File: src/hdl/assert_macros.svh
// Assertion helpers, clocked on i_clk and disabled while i_rst_n is low.
`ifndef ASSERT_MACROS_SVH
`define ASSERT_MACROS_SVH

// Same-cycle implication.
`define ASSERT_IMP(lbl, ante, cons) \
    lbl: assert property (@(posedge i_clk) disable iff (!i_rst_n) (ante) |-> (cons)) \
        else $error("assertion failed");

// Next-cycle implication.
`define ASSERT_NXT(lbl, ante, cons) \
    lbl: assert property (@(posedge i_clk) disable iff (!i_rst_n) (ante) |=> (cons)) \
        else $error("assertion failed");

`endif

File: src/hdl/pba_pkg.sv
package pba_pkg;

    localparam int NUM_POOLS    = 3;
    localparam int MAX_PAGES_DEF = 8;
    localparam int SIZE_W       = 21;
    localparam int OFF_W        = 20;
    localparam int IDX_W        = 3;
    localparam int SHIFT_W      = 5;
    localparam int POOL_W       = 2;

    localparam logic [SIZE_W-1:0] PAGE_LIMIT    = 21'h10_0000;
    localparam logic [SIZE_W-1:0] PAGE_SIZE_RST = 21'd1024;

    typedef enum logic {
        CMD_ALLOC  = 1'b0,
        CMD_REWIND = 1'b1
    } t_cmd;

    typedef enum logic [1:0] {
        ST_GRANT     = 2'd0,
        ST_TOO_LARGE = 2'd1,
        ST_NO_SLOT   = 2'd2,
        ST_REWOUND   = 2'd3
    } t_status;

    typedef enum logic [1:0] {
        S_IDLE,
        S_WALK,
        S_OPEN,
        S_DONE
    } t_state;

    typedef struct packed {
        logic              fits;
        logic [OFF_W-1:0]  aligned;
        logic [SIZE_W-1:0] end_off;
    } t_fit;

endpackage

File: src/hdl/pba_intf.sv
interface pba_req_if;
    logic                          valid;
    logic                          ready;
    logic                          cmd;
    logic [pba_pkg::POOL_W-1:0]    pool;
    logic [pba_pkg::SIZE_W-1:0]    alloc_size;
    logic [pba_pkg::SHIFT_W-1:0]   align_shift;

    modport source (output valid, cmd, pool, alloc_size, align_shift, input ready);
    modport sink   (input valid, cmd, pool, alloc_size, align_shift, output ready);
endinterface

interface pba_rsp_if;
    logic                          valid;
    logic                          ready;
    logic [1:0]                    status;
    logic [pba_pkg::IDX_W-1:0]     page_index;
    logic [pba_pkg::OFF_W-1:0]     byte_offset;
    logic                          opened_page;

    modport source (output valid, status, page_index, byte_offset, opened_page, input ready);
    modport sink   (input valid, status, page_index, byte_offset, opened_page, output ready);
endinterface

interface pba_cfg_if;
    logic                          valid;
    logic                          ready;
    logic [pba_pkg::SIZE_W-1:0]    page_size;

    modport source (output valid, page_size, input ready);
    modport sink   (input valid, page_size, output ready);
endinterface

File: src/hdl/paged_bump_allocator_core.sv
// Paged bump allocator for three pools (upload, readback, device-only), each
// with up to MAX_PAGES pages. Page offsets live in one RAM with a registered
// read; a valid bit per entry makes unwritten or rewound entries read as zero,
// so there is no clearing pass after reset or on a rewind. One request is
// handled at a time. Rewind, bad pool and too-large requests go straight to
// the result state. An allocation walks the pool's open pages one per cycle
// through the RAM read port and is granted from the first page that fits;
// else it opens a new page, or finds no slot once MAX_PAGES pages are open.
// The next request is accepted in the cycle after the result is loaded into
// the output register. A new request is accepted while the previous result
// still waits in the output register. page_size may be written only while
// idle.
`include "assert_macros.svh"

module paged_bump_allocator_core #(
    parameter int MAX_PAGES = pba_pkg::MAX_PAGES_DEF
) (
    input  logic      i_clk,
    input  logic      i_rst_n,
    pba_req_if.sink   i_req,
    pba_rsp_if.source o_rsp,
    pba_cfg_if.sink   i_cfg
);

    localparam int DEPTH = pba_pkg::NUM_POOLS * MAX_PAGES;
    localparam int AW    = $clog2(DEPTH);
    localparam int CW    = $clog2(MAX_PAGES + 1);
    localparam int SW    = pba_pkg::SIZE_W;

    pba_pkg::t_state r_state, n_state;

    logic [SW-1:0]                  r_page_size;
    logic [SW-1:0]                  psize;
    logic [pba_pkg::POOL_W-1:0]     r_pool, n_pool;
    logic [SW-1:0]                  r_size, n_size;
    logic [pba_pkg::SHIFT_W-1:0]    r_shift, n_shift;
    logic [AW-1:0]                  r_base, n_base;
    logic [CW-1:0]                  r_page, n_page;
    logic [CW-1:0]                  r_npages, n_npages;
    logic [CW-1:0]                  r_pages [pba_pkg::NUM_POOLS];
    logic [CW-1:0]                  req_npages;
    logic                           pages_we;
    logic [DEPTH-1:0]               r_vld, n_vld;
    logic                           r_rd_vld;

    pba_pkg::t_status               r_res_status, n_res_status;
    logic [CW-1:0]                  r_res_idx, n_res_idx;
    logic [pba_pkg::OFF_W-1:0]      r_res_off, n_res_off;
    logic                           r_res_open, n_res_open;

    logic                           r_out_valid;
    pba_pkg::t_status               r_out_status;
    logic [pba_pkg::IDX_W-1:0]      r_out_idx;
    logic [pba_pkg::OFF_W-1:0]      r_out_off;
    logic                           r_out_open;

    logic                           accept;
    logic                           out_load;
    logic                           ram_wr_en;
    logic [AW-1:0]                  ram_wr_addr;
    logic [SW-1:0]                  ram_wr_data;
    logic                           ram_rd_en;
    logic [AW-1:0]                  ram_rd_addr;
    logic [SW-1:0]                  ram_rd_data;
    logic [SW-1:0]                  cur_off;
    pba_pkg::t_fit                  fit;
    logic                           walk_more;
    logic                           req_bad_pool;
    logic                           req_too_big;

    assign i_cfg.ready = 1'b1;
    assign i_req.ready = (r_state == pba_pkg::S_IDLE);
    assign accept      = i_req.valid && i_req.ready;
    assign out_load    = (r_state == pba_pkg::S_DONE) && (!r_out_valid || o_rsp.ready);

    assign psize        = (r_page_size > pba_pkg::PAGE_LIMIT) ? pba_pkg::PAGE_LIMIT : r_page_size;
    assign req_bad_pool = i_req.pool >= pba_pkg::POOL_W'(pba_pkg::NUM_POOLS);
    assign req_too_big  = i_req.alloc_size > psize;
    assign req_npages   = req_bad_pool ? '0 : r_pages[i_req.pool];

    assign cur_off   = r_rd_vld ? ram_rd_data : '0;
    assign walk_more = (32'(r_page) + 1) < 32'(r_npages);

    pba_ram #(
        .WIDTH (SW),
        .DEPTH (DEPTH)
    ) u_ram (
        .i_clk     (i_clk),
        .i_wr_en   (ram_wr_en),
        .i_wr_addr (ram_wr_addr),
        .i_wr_data (ram_wr_data),
        .i_rd_en   (ram_rd_en),
        .i_rd_addr (ram_rd_addr),
        .o_rd_data (ram_rd_data)
    );

    pba_fit u_fit (
        .i_offset (cur_off),
        .i_shift  (r_shift),
        .i_size   (r_size),
        .i_psize  (psize),
        .o_fit    (fit)
    );

    // next state
    always_comb begin
        n_state = r_state;
        case (r_state)
            pba_pkg::S_IDLE: begin
                if (accept) begin
                    if (i_req.cmd == pba_pkg::CMD_REWIND || req_bad_pool || req_too_big) begin
                        n_state = pba_pkg::S_DONE;
                    end else if (req_npages == '0) begin
                        n_state = pba_pkg::S_OPEN;
                    end else begin
                        n_state = pba_pkg::S_WALK;
                    end
                end
            end
            pba_pkg::S_WALK: begin
                if (fit.fits) begin
                    n_state = pba_pkg::S_DONE;
                end else if (!walk_more) begin
                    n_state = pba_pkg::S_OPEN;
                end
            end
            pba_pkg::S_OPEN: n_state = pba_pkg::S_DONE;
            pba_pkg::S_DONE: begin
                if (out_load) begin
                    n_state = pba_pkg::S_IDLE;
                end
            end
            default: n_state = pba_pkg::S_IDLE;
        endcase
    end

    // datapath and RAM control
    always_comb begin
        n_pool       = r_pool;
        n_size       = r_size;
        n_shift      = r_shift;
        n_base       = r_base;
        n_page       = r_page;
        n_npages     = r_npages;
        n_vld        = r_vld;
        n_res_status = r_res_status;
        n_res_idx    = r_res_idx;
        n_res_off    = r_res_off;
        n_res_open   = r_res_open;
        pages_we     = 1'b0;
        ram_wr_en    = 1'b0;
        ram_wr_addr  = AW'(32'(r_base) + 32'(r_page));
        ram_wr_data  = fit.end_off;
        ram_rd_en    = 1'b0;
        ram_rd_addr  = AW'(32'(r_base) + 32'(r_page) + 1);
        case (r_state)
            pba_pkg::S_IDLE: begin
                n_pool       = i_req.pool;
                n_size       = i_req.alloc_size;
                n_shift      = i_req.align_shift;
                n_base       = AW'(32'(i_req.pool) * MAX_PAGES);
                n_page       = '0;
                n_npages     = req_npages;
                n_res_status = pba_pkg::ST_GRANT;
                n_res_idx    = '0;
                n_res_off    = '0;
                n_res_open   = 1'b0;
                ram_rd_addr  = AW'(32'(i_req.pool) * MAX_PAGES);
                if (accept) begin
                    if (i_req.cmd == pba_pkg::CMD_REWIND) begin
                        n_vld        = '0;
                        n_res_status = pba_pkg::ST_REWOUND;
                    end else if (req_bad_pool) begin
                        n_res_status = pba_pkg::ST_NO_SLOT;
                    end else if (req_too_big) begin
                        n_res_status = pba_pkg::ST_TOO_LARGE;
                    end else begin
                        ram_rd_en = 1'b1;
                    end
                end
            end
            pba_pkg::S_WALK: begin
                if (fit.fits) begin
                    ram_wr_en          = 1'b1;
                    n_vld[ram_wr_addr] = 1'b1;
                    n_res_idx          = r_page;
                    n_res_off          = fit.aligned;
                end else if (walk_more) begin
                    ram_rd_en = 1'b1;
                    n_page    = r_page + 1'b1;
                end else begin
                    n_page = r_npages;
                end
            end
            pba_pkg::S_OPEN: begin
                if (32'(r_page) >= MAX_PAGES) begin
                    n_res_status = pba_pkg::ST_NO_SLOT;
                end else begin
                    ram_wr_en          = 1'b1;
                    ram_wr_data        = r_size;
                    n_vld[ram_wr_addr] = 1'b1;
                    pages_we           = 1'b1;
                    n_res_idx          = r_page;
                    n_res_open         = 1'b1;
                end
            end
            default: ;
        endcase
    end

    always_ff @(posedge i_clk) begin
        if (!i_rst_n) begin
            r_state     <= pba_pkg::S_IDLE;
            r_page_size <= pba_pkg::PAGE_SIZE_RST;
            r_vld       <= '0;
            r_out_valid <= 1'b0;
            for (int i = 0; i < pba_pkg::NUM_POOLS; i++) begin
                r_pages[i] <= '0;
            end
        end else begin
            r_state <= n_state;
            r_vld   <= n_vld;
            if (i_cfg.valid && i_cfg.ready) begin
                r_page_size <= i_cfg.page_size;
            end
            if (pages_we) begin
                r_pages[r_pool] <= r_page + 1'b1;
            end
            if (out_load) begin
                r_out_valid <= 1'b1;
            end else if (o_rsp.ready) begin
                r_out_valid <= 1'b0;
            end
        end
    end

    always_ff @(posedge i_clk) begin
        r_pool       <= n_pool;
        r_size       <= n_size;
        r_shift      <= n_shift;
        r_base       <= n_base;
        r_page       <= n_page;
        r_npages     <= n_npages;
        r_res_status <= n_res_status;
        r_res_idx    <= n_res_idx;
        r_res_off    <= n_res_off;
        r_res_open   <= n_res_open;
        if (ram_rd_en) begin
            r_rd_vld <= r_vld[ram_rd_addr];
        end
        if (out_load) begin
            r_out_status <= r_res_status;
            r_out_idx    <= pba_pkg::IDX_W'(r_res_idx);
            r_out_off    <= r_res_off;
            r_out_open   <= r_res_open;
        end
    end

    assign o_rsp.valid       = r_out_valid;
    assign o_rsp.status      = r_out_status;
    assign o_rsp.page_index  = r_out_idx;
    assign o_rsp.byte_offset = r_out_off;
    assign o_rsp.opened_page = r_out_open;

    `ASSERT_IMP(a_nogrant_zero, o_rsp.valid && o_rsp.status != pba_pkg::ST_GRANT, o_rsp.page_index == '0 && o_rsp.byte_offset == '0 && !o_rsp.opened_page)
    `ASSERT_IMP(a_open_at_zero, o_rsp.valid && o_rsp.opened_page, o_rsp.byte_offset == '0 && o_rsp.status == pba_pkg::ST_GRANT)
    `ASSERT_IMP(a_wr_state, ram_wr_en, r_state == pba_pkg::S_WALK || r_state == pba_pkg::S_OPEN)
    `ASSERT_NXT(a_accept_busy, i_req.valid && i_req.ready, r_state != pba_pkg::S_IDLE)

endmodule

File: src/hdl/pba_ram.sv
module pba_ram #(
    parameter int WIDTH = 8,
    parameter int DEPTH = 4
) (
    input  logic                     i_clk,
    input  logic                     i_wr_en,
    input  logic [$clog2(DEPTH)-1:0] i_wr_addr,
    input  logic [WIDTH-1:0]         i_wr_data,
    input  logic                     i_rd_en,
    input  logic [$clog2(DEPTH)-1:0] i_rd_addr,
    output logic [WIDTH-1:0]         o_rd_data
);

    logic [WIDTH-1:0] r_mem [DEPTH];
    logic [WIDTH-1:0] r_rd_data;

    always_ff @(posedge i_clk) begin
        if (i_wr_en) begin
            r_mem[i_wr_addr] <= i_wr_data;
        end
        if (i_rd_en) begin
            r_rd_data <= r_mem[i_rd_addr];
        end
    end

    assign o_rd_data = r_rd_data;

endmodule

File: src/hdl/pba_fit.sv
module pba_fit (
    input  logic [pba_pkg::SIZE_W-1:0]  i_offset,
    input  logic [pba_pkg::SHIFT_W-1:0] i_shift,
    input  logic [pba_pkg::SIZE_W-1:0]  i_size,
    input  logic [pba_pkg::SIZE_W-1:0]  i_psize,
    output pba_pkg::t_fit               o_fit
);

    localparam int AL_W = pba_pkg::SIZE_W + 2;

    logic [AL_W-2:0] mask;
    logic [AL_W-1:0] bumped;
    logic [AL_W-1:0] aligned;
    logic [AL_W:0]   end_off;

    // shifts of 22 and up give an all-ones mask; any nonzero offset then aligns past the page
    assign mask    = ~({(AL_W-1){1'b1}} << i_shift);
    assign bumped  = AL_W'(i_offset) + AL_W'(mask);
    assign aligned = bumped & ~AL_W'(mask);
    assign end_off = (AL_W+1)'(aligned) + (AL_W+1)'(i_size);

    assign o_fit.fits    = end_off <= (AL_W+1)'(i_psize);
    assign o_fit.aligned = aligned[pba_pkg::OFF_W-1:0];
    assign o_fit.end_off = end_off[pba_pkg::SIZE_W-1:0];

endmodule

File: src/flat_wrapper.sv
// flat-port wrapper written by rule: the top's interface ports become plain ports
module paged_bump_allocator_core_flat 
#(
    parameter int MAX_PAGES = pba_pkg::MAX_PAGES_DEF
)
  (i_clk, i_rst_n, i_req_valid, i_req_cmd, i_req_pool, i_req_alloc_size, i_req_align_shift, i_req_ready, o_rsp_valid, o_rsp_status, o_rsp_page_index, o_rsp_byte_offset, o_rsp_opened_page, o_rsp_ready, i_cfg_valid, i_cfg_page_size, i_cfg_ready);
  pba_req_if i_req_i ();
  pba_rsp_if o_rsp_i ();
  pba_cfg_if i_cfg_i ();
  input  logic i_clk;
  input  logic i_rst_n;
  input wire logic [$bits(i_req_i.valid)-1:0] i_req_valid;
  input wire logic [$bits(i_req_i.cmd)-1:0] i_req_cmd;
  input wire logic [$bits(i_req_i.pool)-1:0] i_req_pool;
  input wire logic [$bits(i_req_i.alloc_size)-1:0] i_req_alloc_size;
  input wire logic [$bits(i_req_i.align_shift)-1:0] i_req_align_shift;
  output wire logic [$bits(i_req_i.ready)-1:0] i_req_ready;
  output wire logic [$bits(o_rsp_i.valid)-1:0] o_rsp_valid;
  output wire logic [$bits(o_rsp_i.status)-1:0] o_rsp_status;
  output wire logic [$bits(o_rsp_i.page_index)-1:0] o_rsp_page_index;
  output wire logic [$bits(o_rsp_i.byte_offset)-1:0] o_rsp_byte_offset;
  output wire logic [$bits(o_rsp_i.opened_page)-1:0] o_rsp_opened_page;
  input wire logic [$bits(o_rsp_i.ready)-1:0] o_rsp_ready;
  input wire logic [$bits(i_cfg_i.valid)-1:0] i_cfg_valid;
  input wire logic [$bits(i_cfg_i.page_size)-1:0] i_cfg_page_size;
  output wire logic [$bits(i_cfg_i.ready)-1:0] i_cfg_ready;
  assign i_req_i.valid = i_req_valid;
  assign i_req_i.cmd = i_req_cmd;
  assign i_req_i.pool = i_req_pool;
  assign i_req_i.alloc_size = i_req_alloc_size;
  assign i_req_i.align_shift = i_req_align_shift;
  assign i_req_ready = i_req_i.ready;
  assign o_rsp_valid = o_rsp_i.valid;
  assign o_rsp_status = o_rsp_i.status;
  assign o_rsp_page_index = o_rsp_i.page_index;
  assign o_rsp_byte_offset = o_rsp_i.byte_offset;
  assign o_rsp_opened_page = o_rsp_i.opened_page;
  assign o_rsp_i.ready = o_rsp_ready;
  assign i_cfg_i.valid = i_cfg_valid;
  assign i_cfg_i.page_size = i_cfg_page_size;
  assign i_cfg_ready = i_cfg_i.ready;
  paged_bump_allocator_core #(.MAX_PAGES(MAX_PAGES)) u_core (.i_clk(i_clk), .i_rst_n(i_rst_n), .i_req(i_req_i), .o_rsp(o_rsp_i), .i_cfg(i_cfg_i));
endmodule
File: config.mk
export PLATFORM = sky130hd
export DESIGN_NAME = paged_bump_allocator_core_flat
export DESIGN_NICKNAME = d
export VERILOG_FILES = /design/src/hdl/pba_pkg.sv /design/src/hdl/pba_intf.sv /design/src/hdl/paged_bump_allocator_core.sv /design/src/hdl/pba_ram.sv /design/src/hdl/pba_fit.sv /design/src/flat_wrapper.sv
export VERILOG_INCLUDE_DIRS = /design/src /design/src/hdl
export SDC_FILE = /design/constraint.sdc
export NUM_CORES = 1
export LEC_CHECK = 0
export ABC_AREA = 1
export CAP_MARGIN = 40
export CORE_UTILIZATION = 35
export CTS_CLUSTER_DIAMETER = 120
export DETAILED_ROUTE_END_ITERATION = 10
export DONT_BUFFER_PORTS = 1
export SLEW_MARGIN = 40
export SYNTH_ARGS = -nofsm -noshare
export SYNTH_HDL_FRONTEND = slang
export SYNTH_SLANG_ARGS = --single-unit
File: constraint.sdc
create_clock -name i_clk -period 6.27 [get_ports i_clk]
set_clock_uncertainty 0.05 [all_clocks]
set_input_delay 0.627 -clock i_clk [delete_from_list [all_inputs] [get_ports i_clk]]
set_output_delay 0.627 -clock i_clk [all_outputs]
set_load 0.03 [all_outputs]
Yosys cells after proc, flatten, opt, wreduce, memory -nomap -nowiden

Memories as Yosys holds them, arrays and structs flattened. A register that Yosys moved wholly into a read port is not among the register bits.
Cells that the tools add are included.

Add/subtract/negate cells: 6
Muxes and demuxes: 60
$lt $le $gt $ge: 9
Shift-type cells: 1
Equal/unequal tests: 11
Bitwise gates (word level): 4
Reduce and logical (&&, ||, !) cells: 21

Operators by type and width:

| kind                                                                  | number |
|---|---|
| 24-bit two-way mux                                                    | 4 |
| 21-bit two-way mux                                                    | 4 |
| 24-bit case mux with 3 select lines                                   | 1 |
| 20-bit case mux with 2 select lines                                   | 1 |
| 32-bit by 4-bit < comparator with 1-bit output                        | 1 |
| 23-bit by 21-bit adder with 24-bit output                             | 1 |
| 24-bit by 21-bit <= comparator with 1-bit output                      | 1 |
| 24-bit bitwise OR                                                     | 1 |
| 21-bit by 22-bit adder with 23-bit output                             | 1 |
| 23-bit bitwise AND                                                    | 1 |
| 22-bit inverter with 23-bit output                                    | 1 |
| 1-bit two-way mux                                                     | 22 |
| 2-bit two-way mux                                                     | 11 |
| 22-bit inverter                                                       | 1 |
| 22-bit by 5-bit << shifter with 22-bit output (first input constant)  | 1 |
| 21-bit greater-than comparator                                        | 1 |
| 21-bit greater-than comparator (second input constant)                | 1 |
| 20-bit two-way mux                                                    | 1 |
| 4-bit two-way mux                                                     | 4 |
| 5-bit by 6-bit < comparator with 1-bit output (second input constant) | 2 |
| 3-bit case mux with 3 select lines                                    | 1 |
| 2-bit != test (second input constant)                                 | 4 |
| 2-bit case mux with 4 select lines                                    | 1 |
| 4-bit case mux with 2 select lines                                    | 1 |
| 28 further kinds                                                      | 44 |

Flip-flop bits (word level): 137
Output and inout bits: 29
Memories kept: 2
Memory bits (writable): 516

Memories:

| memory             | words | bits a word | rd ports | clocked after Yosys merged registers in | wr ports | line                            | RTL |
|---|---|---|---|---|---|---|---|
| u_core.u_ram.r_mem | 24    | 21          | 1        | 1                                       | 1        | pba_ram.sv:14                   | `logic [WIDTH-1:0] r_mem [DEPTH];` |
| u_core.r_pages     | 3     | 4           | 1        | 0                                       | 3        | paged_bump_allocator_core.sv:40 | `logic [CW-1:0] r_pages [pba_pkg::NUM_POOLS];` |

Depth between registers and ports, before layout

Word-level depth: 10
Mapped depth: 40
Gate-level depth less buffers: 39

Modules after synthesis

A second synthesis with hierarchy kept.

Cells, all modules: 3,287
Area total of the unflattened synthesis: 32,284.7 um2

By module, submodules not included:

| module                    | cells an instance | times used | sequential area each (um2) | area each (um2) |
|---|---|---|---|---|
| pba_ram                   | 1,932             | 1          | 15,765.1                   | 21,899.8 |
| paged_bump_allocator_core | 824               | 1          | 4,053.9                    | 7,259.5 |
| pba_fit                   | 531               | 1          | 0.0                        | 3,125.5 |

Worst setup path before layout

OpenSTA, ideal clock, no wires.

Path kind: register to register
Start point: register u_core.r_shift[4] (netlist bit)
End point: memory u_core.u_ram.r_mem[0][0] (netlist bit), enable pin
Cell stages (with the launch flop): 34
Setup time: 0.399 ns
Buffers on the path: 2
Period minus slack after synthesis: 6.153 ns
Path slack: 0.117 ns
Arrival time: 5.704 ns
Path through: edfxtp_1 -> inv_1 -> clkbuf_1 -> o21ai_0 -> ha_1 -> a21oi_1 -> nand2_1 -> o21ai_0 -> o21ai_0 -> xnor2_1 -> nor2_1 -> ha_1 -> nand2_1 -> nor2_2 -> inv_2 -> nor2_1 -> nor2_1 -> nand2_1 -> a21oi_1 -> o21ai_0 -> xor2_1 -> ha_1 -> nand2_1 -> nor2_1 -> a211oi_1 -> nand2_1 -> nand2_1 -> nand2_1 -> a21oi_1 -> nand4_1 -> nand2_1 -> nand2_1 -> buf_2 -> nor2_1

RTL lines:

| what                   | line                             | RTL |
|---|---|---|
| from (decl)            | paged_bump_allocator_core.sv:36  | `logic [pba_pkg::SHIFT_W-1:0] r_shift, n_shift;` |
| from (signal assigned) | paged_bump_allocator_core.sv:240 | `r_shift <= n_shift;` |
| to (decl)              | pba_ram.sv:14                    |  |

==> flow_metrics.py <==
metrics = {
    "drt": {
        "ant_nets": 0,
        "first_iter_violations": 2390,
        "wl_met1_um": 39100,
        "vias": 21900,
        "route.met3.wl_um": 7330,
        "drtPass1Iterations": 7,
        "wl_per_cell_um": 21.6,
        "drc": 0,
        "routed-wl-met2_um": 39300,
        "dr.max_layer_used": "met5",
        "wl_um": 88600,
        "avgViaCountPerCell": 5.34,
    },
    "place": {
        "place_congestion": 0.911,
        "dpl_worst_slack_ns": -0.188,
        "place_hpwl_um": 55800,
        "placed_area_mm2": 0.0332,
        "portBuffers": 0,
    },
    "critical_path": {
        "reg2reg_depth": 33,
        "path_class": "flop to flop",
        "cp_slowest_cell": "edfxtp_1",
        "critPathCaptureType": "flop",
        "worst-path-stages": 33,
        "endpoint": "u_core.u_ram.r_mem[11][20]",
        "reg2reg_to": "u_core.u_ram.r_mem[11][20]",
        "worst-path-max-fanout": 6,
        "reg2reg_from": "u_core.r_shift[4]",
        "required_ns": 6.56,
        "start_kind": "flop",
        "cp_common_cell": "nand2_1",
        "cp_top_family": "simple AND/OR/NAND/NOR gates",
        "worstPathArrival_ns": 6.37,
        "worst-path-buf-inv": 6,
        "ff2ff_setup_slack_ns": 0.19,
        "max_stage_delay_ns": 0.49,
        "startpoint": "u_core.r_shift[4]",
    },
    "logic_synthesis": {
        "synthArstFlopShare_pct": 0,
        "ys_seq_elements": 676,
        "synth_area_per_cell_um2": 11.0,
        "syn_inst": 2817,
        "seq_area_frac_synth_pct": 63.7,
        "synthFlopType": "edfxtp_1",
        "synth_edf_count": 628,
        "yosysWarnings": 0,
        "ys_types": 53,
        "synth_nets": 2969,
        "syn_area_mm2": 0.0311,
    },
    "cts": {
        "clkLatencyLatePin_ns": 0.64,
        "cts_tree": "done",
        "cts-root-buf": "clkbuf_16",
        "numClockSinks": 676,
        "cts_hold_buf": 0,
        "clk_pin_slew_worst_paths_ns": 0.06,
        "cts_buffers": 76,
        "cts.path.max_buffers": 3,
        "cts.htree.levels": 3,
    },
    "final_layout": {
        "final_nets": 3036,
        "multi_input_area_mm2": 0.0107,
        "layout-drive-gt1-share_pct": 14.4,
        "fillers": 8086,
        "syn_to_final_growth_pct": 18.3,
        "diodes": 0,
        "seq_area_mm2": 0.0198,
        "stdcell_area_mm2": 0.0368,
    },
    "sta": {
        "final.setup.worst_slack_ns": 0.189,
        "setup_viol": 0,
        "hold_ws_ns": 0.0371,
        "fin_crit_ns": 6.08,
        "fin_crit_sh_pct": 97.0,
        "timing.fmax_ghz": 0.164,
        "finalMaxSlewViolations": 0,
        "hold_viol_final": 0,
        "worst_pin_slew_ns": 0.866,
        "setup_tns_ns": 0,
        "timing.slew.headroom_pct": 42.3,
    },
    "grt": {
        "grt_pass1_vias": 20500,
        "grt_first_pass_wirelength_um": 129000,
        "gr-total-overflow": 0,
        "grt_util_all_layers_pct": 18.9,
        "grt_start_max_net_pins": 162,
        "grt_antenna_before_repair": 1,
    },
    "floorplan": {
        "num_rows": 108,
        "die_height_um": 300,
        "die_width_um": 300,
        "io_pins": 84,
        "fp.coreArea_mm2": 0.0874,
        "initial_core_util_pct": 35.6,
        "dieArea_mm2": 0.0901,
    },
    "flow_run": {
        "max_cap_violations": 0,
    },
    "outcome": {
        "outcome": "complete, no violations",
    },
    "min_path": {
        "worstHoldPathCells": 0,
        "min_path_type": "primary input to flop",
    },
}
[through the flow]
step                      cells  utilization, %
after CTS                  4073            41.0
after global routing       4102            42.1
final                      4102            42.1
after detailed placement   3931            38.0
after global placement     3928            37.9
after floorplan            2817               -
[layout by cell type, fill, tap and decap left out, types with 24 or more instances in the layout]
cell type and count:
dfxtp_1 48, buf_4 95, a21oi_1 80, o211ai_1 45, ha_1 76, nor3_1 190
nand2_1 318, edfxtp_1 628, nor2_2 31, o21ai_0 285, o311ai_0 40, o22ai_1 24
mux2i_1 96, inv_1 181, nor2_1 359, clkbuf_16 83
[cells by family (layout without fill, tap and decap cells)]
| logic type | Yosys count | after routing | share of synthesized area (%) |
|---|---|---|---|
| xor gates and xnor gates | 31 | 31 | 0.873 |
| adders and majority gates | 97 | 97 | 3.95 |
| buffers and inverters | 347 | 477 | 4.38 |
| other | 1 | 1 | 0.0121 |
| muxes | 97 | 97 | 3.12 |
| DFF | 676 | 676 | 63.7 |
| AOI/OAI and AO/OA | 558 | 558 | 10.3 |
| and+or+nand+nor | 1010 | 1010 | 13.7 |
[synth_stat cells (all sizes together) (45+ instances only)]
| master | n | area (um^2) |
|---|---|---|
| edfxtp | 628 | 18900 |
| nor2 | 405 | 1540 |
| nand2 | 339 | 1280 |
| o21ai | 307 | 1540 |
| nor3 | 197 | 991 |
| inv | 194 | 728 |
| clkbuf | 115 | 432 |
| a21oi | 98 | 494 |
| mux2i | 96 | 961 |
| ha | 95 | 1190 |
| dfxtp | 48 | 961 |
| o211ai | 45 | 338 |
[timing repair]
item	in CTS	in global routing
pin swaps	0	46
setup buffers	1	20
endpoints found under the setup margin	528	579
cloned	0	8
gates resized for setup	10	141
[final cells by class]
| class | count | share of cell area [%] |
|---|---|---|
| Tap cell | 1155 | 3.93 |
| Sequential cell | 676 | 53.8 |
| Inverter | 197 | 2.03 |
| Timing Repair Buffer | 139 | 4.10 |
| Multi-Input combinational cell | 1794 | 29.1 |
| Clock inverter | 48 | 1.42 |
| Clock buffer | 93 | 5.62 |
[state kept, by name, summed over array words and instances (netlist names), 2 cells and up]
| signal | count |
|---|---|
| u_core.r_page_size | 21 |
| u_core.o_rsp.byte_offset | 20 |
| u_core.r_size | 21 |
| u_core.r_npages | 4 |
| u_core.o_rsp.status | 2 |
| u_core.r_res_idx | 3 |
| u_core.r_vld | 24 |
| u_core.r_res_off | 20 |
| u_core.u_ram.r_mem | 504 |
| u_core.r_pages | 14 |
| u_core.o_rsp.page_index | 3 |
| u_core.r_state | 2 |
| u_core.r_pool | 2 |
| u_core.r_page | 4 |
| u_core.u_ram.o_rd_data | 21 |
| u_core.r_res_status | 2 |
| u_core.r_shift | 5 |
[how the worst min path moves through the flow]
stage | start | slack, ns | end
after floorplan | u_core.r_res_off[0] | 0.35 | u_core.o_rsp.byte_offset[0]
after CTS | i_req_alloc_size[5] | 0.01 | u_core.r_size[5]
after detailed placement | u_core.r_res_off[12] | 0.35 | u_core.o_rsp.byte_offset[12]
after global routing | i_req_alloc_size[10] | 0.01 | u_core.r_size[10]
final | i_req_alloc_size[11] | 0.04 | u_core.r_size[11]
after global placement | u_core.r_res_off[4] | 0.35 | u_core.o_rsp.byte_offset[4]
[per-layer routing]
metal / up-vias / track usage (%)
li1: 10200 / -
met1: 10700 / 26.4
met2: 857 / 28.3
met3: 165 / 4.60
met4: 2 / 7.00
met5: - / 0
Power is left out: the tool's default activity adds up to more than one toggle a clock period on the data nets, which glitch-free logic cannot reach.
